**config.mk**
```make
export PLATFORM = sky130hd
export DESIGN_NAME = wlp_div
export DESIGN_NICKNAME = d
export VERILOG_FILES = /design/src/wlp_div.sv
export SDC_FILE = /design/constraint.sdc
export NUM_CORES = 1
export LEC_CHECK = 0
export BUFFER_PORTS_ARGS = -buffer_cell sky130_fd_sc_hd__buf_2
export CORE_MARGIN = 1.5
export CORE_UTILIZATION = 45
export CTS_CLUSTER_SIZE = 12
export DETAILED_ROUTE_END_ITERATION = 10
export PLACE_DENSITY_LB_ADDON = 0.3
export SYNTH_ARGS = -nofsm -noshare
export SYNTH_HDL_FRONTEND = slang
export SYNTH_SLANG_ARGS = --single-unit
```
**constraint.sdc**
```tcl
create_clock -name clock -period 16.7 [get_ports clock]
set_clock_uncertainty 0.05 [all_clocks]
set_input_delay 3.34 -clock clock [delete_from_list [all_inputs] [get_ports clock]]
set_output_delay 3.34 -clock clock [all_outputs]
set_load 0.02 [all_outputs]
```
**src/wlp_div.sv**
```systemverilog
// ----------------------------------------------------------------------------
// wlp_div
// Restoring divider, one quotient bit per cycle, used for the bucket index.
// ----------------------------------------------------------------------------
module wlp_div #(
   parameter int DW  = 40,
   parameter int QOW = 33,
   parameter int SW  = 6
) (
   input  logic           clock,
   input  logic           reset,
   input  logic           start,
   input  logic [SW-1:0]  steps,
   input  logic [DW-1:0]  dividend,
   input  logic [DW-1:0]  divisor,
   output logic           done,
   output logic [QOW-1:0] quotient
);

   logic [DW-1:0]  rem_ff;
   logic [DW-1:0]  dsh_ff;
   logic [QOW-1:0] q_ff;
   logic [SW-1:0]  cnt_ff;
   logic           busy_ff;
   logic           done_ff;
   logic           ge;

   assign ge = (rem_ff >= dsh_ff);

   always_ff @(posedge clock) begin
      if (reset) begin
         busy_ff <= 1'b0;
         done_ff <= 1'b0;
      end else begin
         done_ff <= 1'b0;
         if (start) begin
            rem_ff  <= dividend;
            dsh_ff  <= divisor;
            q_ff    <= '0;
            cnt_ff  <= steps;
            busy_ff <= 1'b1;
         end else if (busy_ff) begin
            if (ge) begin
               rem_ff <= rem_ff - dsh_ff;
            end
            q_ff   <= {q_ff[QOW-2:0], ge};
            dsh_ff <= dsh_ff >> 1;
            cnt_ff <= cnt_ff - 1'b1;
            if (cnt_ff == SW'(1)) begin
               busy_ff <= 1'b0;
               done_ff <= 1'b1;
            end
         end
      end
   end

   assign done     = done_ff;
   assign quotient = q_ff;

endmodule

```
==> impl_results.md <==
- Io pins: 123
- Vias per std cell: roughly 5.3
- Die Width: between 100 and 150 um
- WP data arrival: 5.17 ns
- Worst-path clk slew: approximately 0.060 ns
- Worst Path Buf+Inv: 1
- R2r startpoint: dsh_ff[0]$_DFFE_PP_
- Final Cell Area: 8680 um^2
- Most Used Layer, Global Route: met2
- Worst Path Class, Setup: input pin to flip-flop
- Placed insts: 1,067
- Worst Hold Path EP: done$_SDFF_PP0_
- Detail Route Antenna Nets: 0
- Worst slew margin relative to its limit: 30.2%
- CP startpoint: start
- DP Area: 8110 um^2
- Unrepaired setup endpoints after global routing: false
- Filler-free cell count of the finished design: 1,100
- Yosys synthesis warning count: 0
- Routed Wire Length: between 15,000 and 20,000 um
- Gr usage total: 20.8%
- Most frequent cells in the layout: 124 x nand2_1, 121 x buf_2, 119 x edfxtp_1
- Final setup fails: 0
- Grt met3 use: under 10%
- CP endpoint kind: flip-flop
- Synth area leaders: edfxtp_1 49%, ha_1 7.2%, o21ai_0 6.6%, nand2_1 6.4%, nor2b_1 3.2%
- HP Class: flip-flop to flip-flop
- Vias post-DR: a little under 6k
- CTS tree: done
- Ys flop type: edfxtp_1
- Iteration-0 DRC Markers: 543
- Post-CTS setup buffers: 0
- Worst Path Max Fanout: 120
- Die ar.: around 17,000 um^2
- Reg-to-reg endpoint: rem_ff[15]$_DFFE_PP_
- Initial cell density of the core: 46.0%
- Fmax: 0.193 GHz
- Min cycle time layout: between 5 and 6 ns
- Hold Fails Final Rpt: 0
- CTS Root Cell: clkbuf_16
- Mean Syn Cell Area: 9.66 um^2
- Drt drc: 0
- Initial antenna violation count: 1
- Layout net count: 1,002
- H-Tree Depth: 4
- Post-DP HPWL: 11,900 um
- Peak VDD IR: 73.0 uV
- Grt ovf: 0
- Status: complete, no violations
- Max Slew Vio Count: 0
- Number of global-route vias before repair: 5,638
- # port buffers: 122
- Tcrit/Tclk final: approximately 31%
- Met2 Use GR: 32.8%
- Setup TNS: 0 ns
- Worst EP required: 16.69 ns
- Async set-reset flop share out of synthesis: 0%
- Cells on Worst Hold Path: 1
- Synth cell types: 62
- Cell taking the most area after synthesis: edfxtp_1
- Die Y: 130 um
- Clock sinks: approximately 120
- Worst skew pair latency: approximately 0.43 ns
- Post-synth EDFFs: 119
- Synthesized area: around 7300 um^2
- Tightest Pin Transition: 1.05 ns
- Slowest CP cell: o41a_2
- Detailed Routing Iterations Pass 1: 5
- Largest net degree at the start of global routing: ~120
- CTS buffer count: 17
- CTS Buffer Depth: 2
- Post-synthesis sequential area ratio: around half
- Routed WL per cell: 15.5 um
- Hold path start: busy_ff$_SDFF_PP0_
- Post-cts resize count: 0
- P per Cell Area: 107 nW/um^2
- Mapped Nets: 889
- Core box area: 15,900 um^2
- Pwr Total: 0.926 mW
- Routability cong.: 0.893
- Startpoint Class: input pin
- Post-CTS Hold Buffers: 0
- FP Rows: 46
- Area share of the largest cell type after synthesis: 48.9%
- Largest stage delay on the critical path: around 0.86 ns
- Crit path max-delay family: compound AO/OA/AOI/OAI gates
- Area grow syn2layout: 18.7%
- Commonest non-fill, non-tap cell in the layout: nand2_1
- Worst R2R Setup Slack: around 13 ns
- Maxcap violations: 0
- Leak: 3.62 nW
- First-pass GRT wire length: 27,300 um
- R2R depth: 10
- GR Util met1: between 20% and 30%
- Share of cells above drive strength 1: 19.8%
- Crit path cell chain: buf_6 -> nor2_1 -> nor2_4 -> o41a_2
- Synth Register Bits: approximately 120
- Syn Inst Count: about 760
## registers in the layout (all words and copies together) (netlist names)
register,flops
dsh_ff,40
quotient,33
done,1
busy_ff,1
cnt_ff,6
rem_ff,40
## power breakdown
part           internal (mW)  switching (mW)
clock network          0.207           0.144
logic                 0.0773           0.124
registers              0.366         0.00793
total                  0.650           0.276
## how the worst max path moves through the flow
stage                            to  cells after the start
6_report       rem_ff[15]$_DFFE_PP_                      4
5_1_grt        rem_ff[15]$_DFFE_PP_                      4
4_1_cts        rem_ff[15]$_DFFE_PP_                      4
3_5_place_dp   rem_ff[21]$_DFFE_PP_                      4
3_3_place_gp   rem_ff[16]$_DFFE_PP_                      4
2_1_floorplan   rem_ff[0]$_DFFE_PP_                      5
## cells by family after synthesis
family | count (synthesis) | share of synthesized area, %
multiplexers | 4 | 0.582
buffers and inverters | 87 | 4.53
flip-flops | 121 | 49.4
AO/OA/AOI/OAI | 217 | 18.2
AND/OR/NAND/NOR | 252 | 15.8
adder cells (fa/ha/maj) | 43 | 7.46
XOR/XNOR | 33 | 3.95
## Yosys cell counts, drive strengths merged (2+ instances only)
library cell,n
a2111oi,2
a211o,3
a211oi,3
a21boi,3
a21o,12
a21oi,47
a221oi,3
a311oi,3
a31oi,5
and2,2
and3,7
and4,2
buf,6
clkbuf,24
dfxtp,2
edfxtp,119
ha,42
inv,57
mux2,2
mux2i,2
nand2,125
nand2b,5
nand3,9
nand4,7
nor2,46
nor2b,37
nor3,6
o211ai,9
o21a,4
o21ai,105
o21bai,6
o22ai,2
xnor2,15
xor2,18
## area by class of cell
class / instances / area, um^2
tap: 216 / 270
antenna: 1 / 2.50
multi-input combinational: 549 / 3380
clock inverter: 15 / 145
timing repair buffer: 124 / 632
inverter: 57 / 214
clock buffer: 17 / 425
sequential: 121 / 3610
fill: 1494 / 7210
## through the flow
step	worst slack, ns	hold WS [ns]	util [%]
after detailed placement	11.08	0.460	51.0
after global placement	11.11	0.461	51.0
final	11.52	0.466	54.6
after floorplan	7.48	0.441	-
after CTS	11.53	0.465	54.6
after global routing	11.35	0.486	54.6
## worst reg2reg max path, stage by stage, from the launching register on
cell       delay [ns]
edfxtp_1         0.37
ha_1             0.21
fa_1             0.41
nor2b_1          0.19
o21bai_1         0.12
a31oi_1          0.30
o21ai_2          0.13
a21boi_2         0.21
nor2_2           0.08
a2111oi_4        0.37
o41a_2           0.90
## metal layers
layer  vias to the layer above  wire (um)
met5                         -          0
met4                         0        259
met3                        20        787
met2                       164       7980
met1                      2716       7970
li1                       2928          -
Power figures use the tool's default switching activity.
