<file path="config.mk">
export PLATFORM = sky130hd
export DESIGN_NAME = wlp_ram
export DESIGN_NICKNAME = d
export VERILOG_FILES = /design/src/wlp_ram.sv
export SDC_FILE = /design/constraint.sdc
export NUM_CORES = 2
export LEC_CHECK = 0
export ABC_AREA = 1
export BUFFER_PORTS_ARGS = -buffer_cell sky130_fd_sc_hd__clkbuf_2
export CAP_MARGIN = 20
export CORE_ASPECT_RATIO = 1.4
export CORE_MARGIN = 2
export CORE_UTILIZATION = 40
export DETAILED_ROUTE_END_ITERATION = 6
export PLACE_DENSITY = 0.57
export RECOVER_POWER = 25
export SETUP_SLACK_MARGIN = 0.5
export SLEW_MARGIN = 25
export SYNTH_ARGS = -nofsm -noshare
export SYNTH_HDL_FRONTEND = slang
export SYNTH_SLANG_ARGS = --single-unit
</file>
<file path="constraint.sdc">
create_clock -name clock -period 5.7 [get_ports clock]
set_input_delay 1.71 -clock clock [delete_from_list [all_inputs] [get_ports clock]]
set_output_delay 1.71 -clock clock [all_outputs]
set_load 0.1 [all_outputs]
</file>
<file path="src/wlp_ram.sv">
// ----------------------------------------------------------------------------
// wlp_ram
// Single write port, single read port memory with registered read data.
// ----------------------------------------------------------------------------
module wlp_ram #(
   parameter int WIDTH = 32,
   parameter int DEPTH = 64
) (
   input  logic                     clock,
   input  logic                     we,
   input  logic [$clog2(DEPTH)-1:0] waddr,
   input  logic [WIDTH-1:0]         wdata,
   input  logic [$clog2(DEPTH)-1:0] raddr,
   output logic [WIDTH-1:0]         rdata
);

   logic [WIDTH-1:0] mem_ff [DEPTH];
   logic [WIDTH-1:0] rdata_ff;

   always_ff @(posedge clock) begin
      if (we) begin
         mem_ff[waddr] <= wdata;
      end
      rdata_ff <= mem_ff[raddr];
   end

   assign rdata = rdata_ff;

endmodule

</file>
==> impl_results.html <==
<table>
<tr><th>Metric</th><th>Value</th></tr>
<tr><th colspan="2">Clock tree</th></tr>
<tr><td>CTS tree</td><td>done</td></tr>
<tr><td>Cell chosen for the clock root</td><td>sky130_fd_sc_hd__clkbuf_16</td></tr>
<tr><td>Number of sinks handled by clock tree synthesis</td><td>2080</td></tr>
<tr><td>Clock latency on the worst-skew pair</td><td>0.83 ns</td></tr>
<tr><td>H-tree levels</td><td>4</td></tr>
<tr><td>Number of buffers inserted during clock tree synthesis</td><td>189</td></tr>
<tr><td>Number of hold buffers added after CTS</td><td>0</td></tr>
<tr><td>Post-cts resize count</td><td>0</td></tr>
<tr><td>Clock Path Buffers</td><td>4</td></tr>
<tr><td>Clock transition time at the flip-flop clock pins of the worst setup and hold paths</td><td>0.06 ns</td></tr>
<tr><td>Post-CTS Setup Repair Bufs</td><td>0</td></tr>
<tr><th colspan="2">Outcome</th></tr>
<tr><td>Violated checks</td><td>max-capacitance violations, max-slew violations</td></tr>
<tr><td>Outcome</td><td>finished, violations left</td></tr>
<tr><th colspan="2">Hold path</th></tr>
<tr><td>Destination of the worst hold path</td><td>rdata[3]</td></tr>
<tr><td>Depth of the worst hold-timing path</td><td>8</td></tr>
<tr><td>Min-delay worst type</td><td>reg -&gt; reg</td></tr>
<tr><td>Hold wc startpoint</td><td>mem_ff[52][3]</td></tr>
<tr><th colspan="2">Setup path</th></tr>
<tr><td>Maximum single-stage delay on the critical path</td><td>2.64 ns</td></tr>
<tr><td>Required time reported for the critical path endpoint</td><td>5.75 ns</td></tr>
<tr><td>Critical R2R Capture</td><td>rdata[13]</td></tr>
<tr><td>Biggest fanout along the worst timing path</td><td>64</td></tr>
<tr><td>Launching point of the worst reg2reg path</td><td>mem_ff[27][13]</td></tr>
<tr><td>Kind of end point of the critical path</td><td>register</td></tr>
<tr><td>R2R cell count</td><td>8</td></tr>
<tr><td>Critical path's slowest cell</td><td>sky130_fd_sc_hd__clkbuf_1</td></tr>
<tr><td>Chain of cells forming the critical path</td><td>clkbuf_2 &gt; clkbuf_1</td></tr>
<tr><td>Cell class contributing the biggest share of worst-path delay</td><td>buffers and inverters</td></tr>
<tr><td>Buffers &amp; Inverters on Critical Path</td><td>2</td></tr>
<tr><td>Crit Path Category</td><td>in -&gt; reg</td></tr>
<tr><td>Arrival @ worst endpoint</td><td>4.66 ns</td></tr>
<tr><td>Startpoint types</td><td>input port</td></tr>
<tr><td>Flop2flop setup slack</td><td>3.73 ns</td></tr>
<tr><th colspan="2">Routing</th></tr>
<tr><td>DR pass1 iterations</td><td>6</td></tr>
<tr><td>Via density per instance</td><td>5.60</td></tr>
<tr><td>Detailed-route DRC error count</td><td>0</td></tr>
<tr><td>DR WL/cell</td><td>26.0 um</td></tr>
<tr><td>Starting DRT DRC Count</td><td>6095</td></tr>
<tr><td>WL final</td><td>251 mm</td></tr>
<tr><td>Vias</td><td>54000</td></tr>
<tr><td>Antenna viol nets, final</td><td>0</td></tr>
<tr><th colspan="2">GRT</th></tr>
<tr><td>Initial antenna violation count</td><td>12</td></tr>
<tr><td>Global route total overflow</td><td>0</td></tr>
<tr><td>Largest net degree at the start of global routing</td><td>146</td></tr>
<tr><td>Routing usage on met1</td><td>31.6%</td></tr>
<tr><td>Global-route wire length before repair</td><td>361 mm</td></tr>
<tr><td>Met2 capacity usage during global routing</td><td>37.8%</td></tr>
<tr><td>Vias in the first global route</td><td>51400</td></tr>
<tr><td>Layer carrying the most global-route usage</td><td>met2</td></tr>
<tr><td>Global-route total usage across every layer</td><td>23.3%</td></tr>
<tr><td>Met3 demand-to-capacity share in global routing</td><td>3.39%</td></tr>
<tr><th colspan="2">Finish</th></tr>
<tr><td>Share of post-route cells with drive strength above 1</td><td>8.36%</td></tr>
<tr><td>Layout Utilization</td><td>45.1%</td></tr>
<tr><td>Area growth from synthesis to final layout</td><td>12.0%</td></tr>
<tr><td>Final layout net count</td><td>6850</td></tr>
<tr><th colspan="2">STA</th></tr>
<tr><td>Unrepaired setup endpoints after global routing</td><td>no</td></tr>
<tr><td>Final worst-path setup slack</td><td>1.09 ns</td></tr>
<tr><td>Worst rel slew slack</td><td>-164%</td></tr>
<tr><td>Final setup skew</td><td>0.0386 ns</td></tr>
<tr><td>Fin. max-slew vios</td><td>1110</td></tr>
<tr><td>Final setup violation count</td><td>0</td></tr>
<tr><td>Final-report hold violation count</td><td>0</td></tr>
<tr><td>Min Tclk post-route</td><td>4.61 ns</td></tr>
<tr><td>Total Negative Setup Slacks</td><td>0 ns</td></tr>
<tr><td>Fmax achieved</td><td>217 MHz</td></tr>
<tr><td>Share of the clock period used by the worst path after layout</td><td>80.9%</td></tr>
<tr><td>Slew at the pin with the worst max-slew slack</td><td>3.96 ns</td></tr>
<tr><th colspan="2">Power</th></tr>
<tr><td>Leakage power summed over all cells</td><td>32.2 nW</td></tr>
<tr><td>Power per cell area</td><td>341 nW/um^2</td></tr>
<tr><td>Clk pwr share</td><td>38.9%</td></tr>
<tr><td>Net switching component of the power</td><td>7.37 mW</td></tr>
<tr><td>Peak supply drop</td><td>0.000229 V</td></tr>
<tr><td>Internal power summed over all cells</td><td>24.2 mW</td></tr>
<tr><td>Switching share of power</td><td>23.3%</td></tr>
<tr><td>Part of the power in registers</td><td>53.9%</td></tr>
<tr><td>Portion of total power attributed to combinational logic</td><td>7.2%</td></tr>
<tr><th colspan="2">Yosys</th></tr>
<tr><td>Post-Syn Nets</td><td>6815</td></tr>
<tr><td>Mapped Avg Cell Area</td><td>12.2 um^2</td></tr>
<tr><td>Yosys warning total</td><td>0</td></tr>
<tr><td>EDFF count, synth</td><td>2048</td></tr>
<tr><td>Seq/Total Area, Yosys</td><td>75.1%</td></tr>
<tr><td>Main synth FF type</td><td>sky130_fd_sc_hd__edfxtp_1</td></tr>
<tr><td>Total of flip-flops plus latches after synthesis</td><td>2080</td></tr>
<tr><td>Post-Synthesis Cell Area</td><td>82700 um^2</td></tr>
<tr><td>Synthesized instance count</td><td>6769</td></tr>
<tr><td>Post-synthesis async set-or-reset flop share</td><td>0%</td></tr>
<tr><td>Yosys cell types</td><td>16</td></tr>
<tr><th colspan="2">Placed design</th></tr>
<tr><td>Setup Slack @ Placement</td><td>1.09 ns</td></tr>
<tr><td>Final estimated routing congestion in global placement</td><td>0.841</td></tr>
<tr><td>HPWL after detailed placement</td><td>139 mm</td></tr>
<tr><td>IO buf count</td><td>77</td></tr>
<tr><th colspan="2">Floorplanning</th></tr>
<tr><td>Site row count</td><td>197</td></tr>
<tr><td>Die H</td><td>542 um</td></tr>
<tr><td>Starting Density</td><td>40.2%</td></tr>
<tr><td>Core Area</td><td>206000 um^2</td></tr>
<tr><td>Total I/O pin count</td><td>78</td></tr>
<tr><td>Die area</td><td>211000 um^2</td></tr>
<tr><td>Width of the die</td><td>388 um</td></tr>
<tr><th colspan="2">Run</th></tr>
<tr><td>Number of max-capacitance violations reported</td><td>30</td></tr>
</table>
[how the worst max path moves through the flow]
stage	to	startpoint	slack (ns)	cells past startpoint
floorplan	mem_ff[48][0]	we	-0.14	3
global placement	rdata[5]	raddr[0]	1.11	12
detailed placement	rdata[5]	raddr[0]	1.09	12
CTS	rdata[3]	rdata[3]	1.87	1
global route	mem_ff[16][9]	wdata[9]	0.95	2
finish	mem_ff[26][9]	wdata[9]	1.09	2
[cells in the final DEF, fill, tap and decap left out, types with 2 or more instances in the layout]
cell                         synthesis  routed
sky130_fd_sc_hd__nand2_1          2248    2248
sky130_fd_sc_hd__edfxtp_1         2048    2048
sky130_fd_sc_hd__nand3_1          1907    1907
sky130_fd_sc_hd__clkbuf_16           0     193
sky130_fd_sc_hd__buf_4              45     171
sky130_fd_sc_hd__clkbuf_1           77      82
sky130_fd_sc_hd__nor2_4              0      56
sky130_fd_sc_hd__clkbuf_2            0      43
sky130_fd_sc_hd__buf_12              0      39
sky130_fd_sc_hd__clkinv_1            0      34
sky130_fd_sc_hd__clkinv_2            0      32
sky130_fd_sc_hd__dfxtp_1            32      32
sky130_fd_sc_hd__bufinv_16           0      11
sky130_fd_sc_hd__diode_2             0      10
sky130_fd_sc_hd__nand4_1             9       9
sky130_fd_sc_hd__clkbuf_8            0       9
sky130_fd_sc_hd__nor4_2              0       8
sky130_fd_sc_hd__clkinvlp_4          0       7
sky130_fd_sc_hd__inv_1               9       6
sky130_fd_sc_hd__inv_6               0       3
sky130_fd_sc_hd__buf_8               2       3
sky130_fd_sc_hd__inv_8               0       2
[cell usage after synthesis, types with 2 or more instances]
| cell | number | area [um^2] |
|---|---|---|
| sky130_fd_sc_hd__edfxtp_1 | 2048 | 61500 |
| sky130_fd_sc_hd__inv_2 | 2 | 7.51 |
| sky130_fd_sc_hd__nand4_1 | 9 | 56.3 |
| sky130_fd_sc_hd__buf_6 | 3 | 33.8 |
| sky130_fd_sc_hd__nand3_1 | 1907 | 9540 |
| sky130_fd_sc_hd__buf_8 | 2 | 30.0 |
| sky130_fd_sc_hd__buf_4 | 45 | 338 |
| sky130_fd_sc_hd__nor4_1 | 8 | 50.1 |
| sky130_fd_sc_hd__nand2_1 | 2248 | 8440 |
| sky130_fd_sc_hd__inv_1 | 9 | 33.8 |
| sky130_fd_sc_hd__nor2_1 | 56 | 210 |
| sky130_fd_sc_hd__dfxtp_1 | 32 | 641 |
| sky130_fd_sc_hd__buf_1 | 40 | 150 |
| sky130_fd_sc_hd__clkbuf_1 | 77 | 289 |
| sky130_fd_sc_hd__buf_2 | 282 | 1410 |
[stage by stage]
| step | hold slack [ns] | instances | instance area, um^2 | total power, mW |
|---|---|---|---|---|
| 6_report | 0.805 | 9643 | 92700 | 31.6 |
| 3_5_place_dp | 0.809 | 9298 | 86900 | 19.6 |
| 5_1_grt | 0.890 | 9634 | 92600 | 32.4 |
| 4_1_cts | 0.827 | 9632 | 92700 | 31.7 |
| 2_1_floorplan | 0.721 | 6769 | 82700 | 18.5 |
| 3_3_place_gp | 0.807 | 9298 | 86900 | 19.6 |
[power by group through the flow]
stage / clock network, mW / logic, mW / registers, mW
2_1_floorplan: 0 / 1.04 / 17.5
3_3_place_gp: 0 / 2.25 / 17.3
3_5_place_dp: 0 / 2.27 / 17.3
4_1_cts: 12.5 / 2.28 / 17.0
5_1_grt: 13.0 / 2.43 / 17.0
6_report: 12.3 / 2.27 / 17.0
[area by class of cell]
type	instances	area [um^2]
Clock inverter	86	693
Fill cell	18400	113000
Timing Repair Buffer	293	2470
Sequential cell	2080	62100
Tap cell	2686	3360
Inverter	12	81.3
Antenna cell	10	25.0
Clock buffer	248	5130
Multi-Input combinational cell	4228	18800
[cell families (layout without fill, tap and decap cells)]
logic type	count (synthesis)	after routing	synth area share [%]
other cells	0	10	0
buf+inv	461	639	2.78
flops	2080	2080	75.1
simple gates	4228	4228	22.1
[metal layers]
layer	wire, um	share of wire (%)
met2	119000	48
met3	19800	7.9
met5	92	0.037
met1	101000	40
met4	10500	4.2
[sequential cells by signal, summed over array words and instances (netlist names)]
signal	count
mem_ff	2048
rdata	32
No activity file was read; power rests on OpenSTA's default activity.
